### config.mk
export PLATFORM = sky130hd
export DESIGN_NAME = latency_sample_statistics_core
export DESIGN_NICKNAME = d
export VERILOG_FILES = /design/src/rtl/lss_pkg.sv /design/src/rtl/latency_sample_statistics_core.sv
export SDC_FILE = /design/constraint.sdc
export NUM_CORES = 2
export LEC_CHECK = 0
export ABC_AREA = 1
export BUFFER_PORTS_ARGS = -buffer_cell sky130_fd_sc_hd__buf_2
export CORE_ASPECT_RATIO = 2
export CORE_MARGIN = 5
export CORE_UTILIZATION = 30
export DETAILED_ROUTE_END_ITERATION = 8
export PLACE_DENSITY = 0.42
export SLEW_MARGIN = 15
export SYNTH_ARGS = -nofsm -noshare
export SYNTH_HDL_FRONTEND = slang
export SYNTH_SLANG_ARGS = --single-unit
### constraint.sdc
create_clock -name clk -period 14.56 [get_ports clk]
set_clock_uncertainty 0.2 [all_clocks]
set_input_delay 1.456 -clock clk [delete_from_list [all_inputs] [get_ports clk]]
set_output_delay 1.456 -clock clk [all_outputs]
set_load 0.1 [all_outputs]
### src/rtl/lss_pkg.sv
// ----------------------------------------------------------------------------
// lss_pkg
// Shared types and defaults for the latency sample statistics core.
// ----------------------------------------------------------------------------
package lss_pkg;

    localparam int LSS_WARMUP    = 4;
    localparam int LSS_CAPACITY  = 64;
    localparam int LSS_CHUNK_MAX = 16;

    typedef enum logic [1:0] {
        OP_RECORD = 2'd0,
        OP_CLEAR  = 2'd1,
        OP_READ   = 2'd2,
        OP_NONE   = 2'd3
    } op_t;

    typedef struct packed {
        logic [1:0]  op;
        logic [31:0] generation_tag;
        logic        token_collect;
        logic [31:0] latency_us;
        logic        success;
        logic [7:0]  read_offset;
        logic [7:0]  read_capacity;
        logic        tmr_ready;
        logic        tmr_advanced;
        logic [31:0] core_hz;
    } lss_cmd_t;

    typedef struct packed {
        logic [31:0] current_generation;
        logic        collecting;
        logic        sample_valid;
        logic [31:0] sample_value;
        logic        last_of_run;
        logic [31:0] min_latency;
        logic [31:0] max_latency;
        logic [63:0] total_latency;
        logic [6:0]  stored_count;
        logic [31:0] failures;
        logic        run_complete;
        logic        run_valid;
    } lss_res_t;

endpackage

### src/rtl/latency_sample_statistics_core.sv
// ----------------------------------------------------------------------------
// latency_sample_statistics_core
// Latency statistics with a sample store and chunked sample readout.
// ----------------------------------------------------------------------------
// Usage: record (op 0), clear (op 1) and the unused op 3 each produce one
// status transaction and pass through accept, update and result steps. A
// read (op 2) that passes its checks is accepted, has its request checked,
// and then takes a synchronous store read and a load of the result register
// for each of its n samples (n at most CHUNK_MAX). A rejected read behaves
// like a status op. Result stalls hold the block until the output register
// is free. The command side stalls while an item is in flight; one
// finished result may wait in the output register while the next command
// is accepted. The store has one write port, one registered read port and
// no reset: only entries below the current fill count are ever read, and
// reads and writes never overlap because items are processed one at a time.
// ----------------------------------------------------------------------------
module latency_sample_statistics_core #(
    parameter int WARMUP    = lss_pkg::LSS_WARMUP,
    parameter int CAPACITY  = lss_pkg::LSS_CAPACITY,
    parameter int CHUNK_MAX = lss_pkg::LSS_CHUNK_MAX
) (
    input  logic             clk,
    input  logic             rst_n,
    input  logic             cmd_valid,
    output logic             cmd_stall,
    input  lss_pkg::lss_cmd_t cmd,
    output logic             res_valid,
    input  logic             res_stall,
    output lss_pkg::lss_res_t res
);
    import lss_pkg::*;

    // Widths derived from the configuration
    localparam int AW  = (CAPACITY > 1) ? $clog2(CAPACITY) : 1;
    localparam int SCW = $clog2(CAPACITY + 1);
    localparam int WW  = (WARMUP > 0) ? $clog2(WARMUP + 1) : 1;
    localparam int CW  = $clog2(CHUNK_MAX + 1);
    localparam int DW  = (SCW > 8) ? SCW : 8;

    localparam logic [SCW-1:0] CAP_SC    = SCW'(CAPACITY);
    localparam logic [WW-1:0]  WARMUP_W  = WW'(WARMUP);
    localparam logic [DW-1:0]  CHUNK_D   = DW'(CHUNK_MAX);

    typedef enum logic [4:0] {
        ST_IDLE = 5'b00001,
        ST_EXEC = 5'b00010,
        ST_RESP = 5'b00100,
        ST_RD   = 5'b01000,
        ST_EMIT = 5'b10000
    } state_t;

    state_t          state_reg, state_next;
    lss_cmd_t        in_reg;

    // Statistics registers
    logic [31:0]     generation_reg, generation_next;
    logic [31:0]     fail_reg, fail_next;
    logic [31:0]     stale_reg, stale_next;
    logic [WW-1:0]   warm_reg, warm_next;
    logic [SCW-1:0]  count_reg, count_next;
    logic [31:0]     min_reg, min_next;
    logic [31:0]     max_reg, max_next;
    logic [63:0]     total_reg, total_next;
    logic            done_reg, done_next;

    // Readout control
    logic [AW-1:0]   idx_reg, idx_next;
    logic [CW-1:0]   cnt_reg, cnt_next;

    // Sample store
    logic [31:0]     store_mem [CAPACITY];
    logic [31:0]     rd_data_reg;
    logic            wr_en;

    // Output register
    lss_res_t        res_reg, res_next;
    logic            res_valid_reg;
    logic            out_free;
    logic            load_out;

    // Read request checks and chunk length
    logic [DW-1:0]   avail;
    logic [DW-1:0]   len_cap;
    logic [DW-1:0]   len_chunk;
    logic            read_ok;
    logic            complete;

    assign out_free  = !res_valid_reg || !res_stall;
    assign cmd_stall = (state_reg != ST_IDLE);
    assign res_valid = res_valid_reg;
    assign res       = res_reg;

    assign avail     = DW'(count_reg) - DW'(in_reg.read_offset);
    assign len_cap   = (avail > DW'(in_reg.read_capacity)) ? DW'(in_reg.read_capacity) : avail;
    assign len_chunk = (len_cap > CHUNK_D) ? CHUNK_D : len_cap;
    assign read_ok   = (in_reg.generation_tag == generation_reg)
                    && (DW'(in_reg.read_offset) < DW'(count_reg))
                    && (in_reg.read_capacity != 8'd0);

    assign complete  = done_reg && (warm_reg == WARMUP_W) && (count_reg == CAP_SC);

    // Sequencer and statistics update
    always_comb
    begin
        state_next      = state_reg;
        generation_next = generation_reg;
        fail_next       = fail_reg;
        stale_next      = stale_reg;
        warm_next       = warm_reg;
        count_next      = count_reg;
        min_next        = min_reg;
        max_next        = max_reg;
        total_next      = total_reg;
        done_next       = done_reg;
        idx_next        = idx_reg;
        cnt_next        = cnt_reg;
        wr_en           = 1'b0;
        load_out        = 1'b0;

        unique case (state_reg)
            ST_IDLE:
            begin
                if (cmd_valid)
                begin
                    state_next = ST_EXEC;
                end
            end
            ST_EXEC:
            begin
                state_next = ST_RESP;
                unique case (op_t'(in_reg.op))
                    OP_RECORD:
                    begin
                        if (in_reg.token_collect && !done_reg)
                        begin
                            if (in_reg.generation_tag != generation_reg)
                            begin
                                stale_next = stale_reg + 32'd1;
                            end
                            else
                            begin
                                if (!in_reg.success)
                                begin
                                    fail_next = fail_reg + 32'd1;
                                end
                                if (warm_reg < WARMUP_W)
                                begin
                                    warm_next = warm_reg + WW'(1);
                                end
                                else if (in_reg.success)
                                begin
                                    if (count_reg >= CAP_SC)
                                    begin
                                        done_next = 1'b1;
                                    end
                                    else
                                    begin
                                        wr_en = 1'b1;
                                        if (count_reg == '0 || in_reg.latency_us < min_reg)
                                        begin
                                            min_next = in_reg.latency_us;
                                        end
                                        if (in_reg.latency_us > max_reg)
                                        begin
                                            max_next = in_reg.latency_us;
                                        end
                                        total_next = total_reg + {32'd0, in_reg.latency_us};
                                        count_next = count_reg + SCW'(1);
                                        if (count_reg + SCW'(1) == CAP_SC)
                                        begin
                                            done_next = 1'b1;
                                        end
                                    end
                                end
                            end
                        end
                    end
                    OP_CLEAR:
                    begin
                        generation_next = generation_reg + 32'd1;
                        fail_next       = '0;
                        stale_next      = '0;
                        warm_next       = '0;
                        count_next      = '0;
                        min_next        = '0;
                        max_next        = '0;
                        total_next      = '0;
                        done_next       = 1'b0;
                    end
                    OP_READ:
                    begin
                        if (read_ok)
                        begin
                            idx_next   = AW'(in_reg.read_offset);
                            cnt_next   = CW'(len_chunk);
                            state_next = ST_RD;
                        end
                    end
                    OP_NONE:
                    begin
                        state_next = ST_RESP;
                    end
                endcase
            end
            ST_RESP:
            begin
                if (out_free)
                begin
                    load_out   = 1'b1;
                    state_next = ST_IDLE;
                end
            end
            ST_RD:
            begin
                // store read issued this cycle, data lands in rd_data_reg
                state_next = ST_EMIT;
            end
            ST_EMIT:
            begin
                if (out_free)
                begin
                    load_out = 1'b1;
                    if (cnt_reg == CW'(1))
                    begin
                        state_next = ST_IDLE;
                    end
                    else
                    begin
                        idx_next   = idx_reg + AW'(1);
                        cnt_next   = cnt_reg - CW'(1);
                        state_next = ST_RD;
                    end
                end
            end
        endcase
    end

    // Result assembly: status snapshot plus sample for readout
    always_comb
    begin
        res_next.current_generation = generation_reg;
        res_next.collecting         = !done_reg;
        res_next.sample_valid       = (state_reg == ST_EMIT);
        res_next.sample_value       = (state_reg == ST_EMIT) ? rd_data_reg : 32'd0;
        res_next.last_of_run        = (state_reg != ST_EMIT) || (cnt_reg == CW'(1));
        res_next.min_latency        = min_reg;
        res_next.max_latency        = max_reg;
        res_next.total_latency      = total_reg;
        res_next.stored_count       = 7'(count_reg);
        res_next.failures           = fail_reg;
        res_next.run_complete       = complete;
        res_next.run_valid          = complete && in_reg.tmr_ready
                                   && in_reg.tmr_advanced
                                   && (in_reg.core_hz != 32'd0)
                                   && (fail_reg == 32'd0) && (stale_reg == 32'd0);
    end

    // Control and statistics registers
    always_ff @(posedge clk or negedge rst_n)
    begin
        if (!rst_n)
        begin
            state_reg      <= ST_IDLE;
            generation_reg <= '0;
            fail_reg       <= '0;
            stale_reg      <= '0;
            warm_reg       <= '0;
            count_reg      <= '0;
            min_reg        <= '0;
            max_reg        <= '0;
            total_reg      <= '0;
            done_reg       <= 1'b0;
            idx_reg        <= '0;
            cnt_reg        <= '0;
            res_valid_reg  <= 1'b0;
        end
        else
        begin
            state_reg      <= state_next;
            generation_reg <= generation_next;
            fail_reg       <= fail_next;
            stale_reg      <= stale_next;
            warm_reg       <= warm_next;
            count_reg      <= count_next;
            min_reg        <= min_next;
            max_reg        <= max_next;
            total_reg      <= total_next;
            done_reg       <= done_next;
            idx_reg        <= idx_next;
            cnt_reg        <= cnt_next;
            if (load_out)
            begin
                res_valid_reg <= 1'b1;
            end
            else if (!res_stall)
            begin
                res_valid_reg <= 1'b0;
            end
        end
    end

    // Payload registers
    always_ff @(posedge clk)
    begin
        if (state_reg == ST_IDLE && cmd_valid)
        begin
            in_reg <= cmd;
        end
        if (load_out)
        begin
            res_reg <= res_next;
        end
    end

    // Sample store: one write port, one registered read port
    always_ff @(posedge clk)
    begin
        if (wr_en)
        begin
            store_mem[AW'(count_reg)] <= in_reg.latency_us;
        end
        rd_data_reg <= store_mem[idx_reg];
    end

`ifndef SYNTH
    a_count_bound: assert property (@(posedge clk) disable iff (!rst_n)
        count_reg <= CAP_SC)
        else $error("fill count beyond capacity");

    a_done_full: assert property (@(posedge clk) disable iff (!rst_n)
        (done_reg && !(state_reg == ST_EXEC)) |-> (count_reg == CAP_SC))
        else $error("collection closed with store not full");

    a_emit_count: assert property (@(posedge clk) disable iff (!rst_n)
        (state_reg == ST_RD || state_reg == ST_EMIT) |->
            (cnt_reg != '0) && (SCW'(idx_reg) < count_reg))
        else $error("readout beyond stored samples");

    a_no_overwrite: assert property (@(posedge clk) disable iff (!rst_n)
        load_out |-> !(res_valid_reg && res_stall))
        else $error("result register overwritten while held");
`endif

endmodule
==> run metrics <==
status finished, violations left; failing checks antenna violations; Post-synth EDFFs 2402; Final WS setup 8.78 ns; CP arrival 6.37 ns; Die Wd 438 um; maximum fanout along the worst path 169; drt first-iter violations 5841; Post-Syn Area 110000 um2; # clock sinks 2686; FFs w/ async S/R, synth 9.38%; via/cell ratio 5.12; Setup crit end kind register; synthesized flop and latch total 2686; CP bufs+invs 4; vias in the first global route 75395; pwr dens 189 nW/um2; Worst-path clk slew 0.07 ns; Crit path required time 15.16 ns; Synth area leaders edfxtp_1 65%, dfrtp_1 5.7%, o21ai_0 5.3%; setup bufs post-CTS 0; largest net degree at the start of global routing 170; Slew HR 19.5%; post-DR wirelength/cell 28.6 um; Setup CP Type register to register; post-detail-place hpwl 265000 um; Max Root-Sink Buffers 4; Synth cell types 53; initial core utilization 30.1%; Layout Cells excl Fill 14526; synthesis warning total 0; Mapped Nets 9319; MaxCap Viol Count 0; initial antenna violation count 20; crit-path cells inv_8 -> buf_4 -> buf_12 -> buf_4 -> o21ai_0 -> o221ai_1 -> o211ai_1 -> nand3_1 -> nand3_1 -> nand2_1; Total Routing Usage GR 21.2%; internal power 14.0 mW; most frequent cells after synthesis 2402 x edfxtp_1, 1333 x nor2_1, 1158 x o21ai_0; top sig layer met5; CTS Buf Count 239; top_reg_cell synth edfxtp_1; dpl cells 14057; Post-Synthesis Cells 9073; Hold Crit Class register to register; CTS tree done; first-pass GRT wire length 579000 um; DR WL met2 223000 um; count of final setup violators 0; Max H-tree Level 4; CP Launch Type register; via count 74336; Synth top area share 65.5%; static leakage 43.4 nW; Routed Wire Length 415000 um; Critical Path Start idx_reg[0]; net switching power 9.77 mW; Critical Path Max Stage Delay 0.79 ns; WL met1 148000 um; Root Driver clkbuf_16; worst hold start max_reg[23]; Die Y 867 um; drt pass-1 iters 5; max reg flops 2048; top-count cell post-synth edfxtp_1; dpl cell area 118000 um2; worst-path cell with the longest stage delay buf_4; CP delay by family, top buffers and inverters; area leader, netlist edfxtp_1; syn avg cell area 12.1 um2; Fillers 36051; sw frac 41.0%; area grow syn2layout 14.5%; # resized after CTS 0; Detail Route Antenna Nets 1; DR WL met3 16900 um; Place WS 8.85 ns; PortBufs 359; share of cells above drive strength 1 11.2%; post-route cell area 126000 um2; total global routing overflow 0; Logic pwr share 34.3%; fin crit share 39.7%; register area share after synthesis 71.8%; post-route setup TNS 0 ns; Final Hold Viols 0; Clk Latency, worst-skew pair 0.93 ns; minimum clock period 5.78 ns; Max Freq 173 MHz; Post-CTS Hold Fix Bufs 0; reg2reg start idx_reg[0]; layout net count 9647; Worst-Margin Slew 1.21 ns; Reg power frac 39.0%; clock network fraction of total power 26.7%; RSZ-0062 raised after global routing no; maximum vdd drop 0.000142 V; core box area 366000 um2; fin. max-slew vios 0; DRC viols 0; Rows 314; routability cong. 0.879; I/O pin cnt 360; Die Area 380000 um2
[power by group through the flow]
stage          Sequential (mW)  Combinational (mW)  Clock [mW]
5_1_grt                   9.32                8.78        6.78
3_3_place_gp              9.48                8.24           0
4_1_cts                   9.31                8.30        6.51
2_1_floorplan             10.2                4.13           0
3_5_place_dp              9.46                8.27           0
6_report                  9.29                8.17        6.35
[cell type report]
type                            instances  area (um2)  share of cell area, %
Inverter                              447        1710                   1.36
Multi-Input combinational cell       5437       27900                   22.1
Clock buffer                          321        6520                   5.17
Timing Repair Buffer                  590        3690                   2.92
Sequential cell                      2686       79100                   62.7
Clock inverter                        115         983                  0.780
Tap cell                             4898        6130                   4.86
Antenna cell                           32        80.1                 0.0635
[layer usage]
layer,track usage [%],vias to the layer above
met5,0,-
met4,11.7,10
met3,2.53,624
met2,40.2,2062
met1,22.6,38181
li1,-,33459
[placed cells by master (no fill, tap or decap), types with 63 or more instances in the layout]
cell and instances:
xnor2_1 77, nor2_4 71, a21oi_1 174, o221ai_1 200, inv_1 435, o22ai_1 314
nor2_1 1266, nor3_1 63, nand3_1 446, nand2_1 1151, buf_4 219, o21ai_0 1158
buf_2 358, edfxtp_1 2402, nand4_1 94, clkbuf_16 240, dfrtp_1 246, ha_1 122
[per-stage QoR]
stage | utilization [%] | hold WS [ns] | total power [mW]
finish | 34.5 | 0.251 | 23.8
detailed placement | 32.4 | 0.238 | 17.7
CTS | 34.4 | 0.237 | 24.1
global route | 34.5 | 0.264 | 24.9
floorplan | - | 0.220 | 14.4
global placement | 32.4 | 0.235 | 17.7
[final timing paths]
path	end	slack (ns)	cells after the start
setup / recovery	rd_data_reg[17]	8.78	10
hold / removal	res[128]	0.25	0
setup reg to reg	rd_data_reg[17]	8.78	10
hold reg to reg	res[128]	0.25	0
max in group asynchronous	generation_reg[9]	11.39	4
min in group asynchronous	max_reg[15]	0.30	1
[kinds of logic after synthesis]
group	share of synthesized area, %
compound gates	10.2
xor+xnor	1.06
fa+ha+maj	1.42
buf+inv	3.40
flops	71.8
mux	0.0102
simple gates	12.1
[worst reg2reg max path: cells and delay by family, from the launching register on]
kind                   cells  cell delay, ns
AO/OA/AOI/OAI              3            0.51
buffers and inverters      4            2.83
flip-flops                 1            0.69
AND/OR/NAND/NOR            3            1.40
Power figures use the tool's default switching activity.
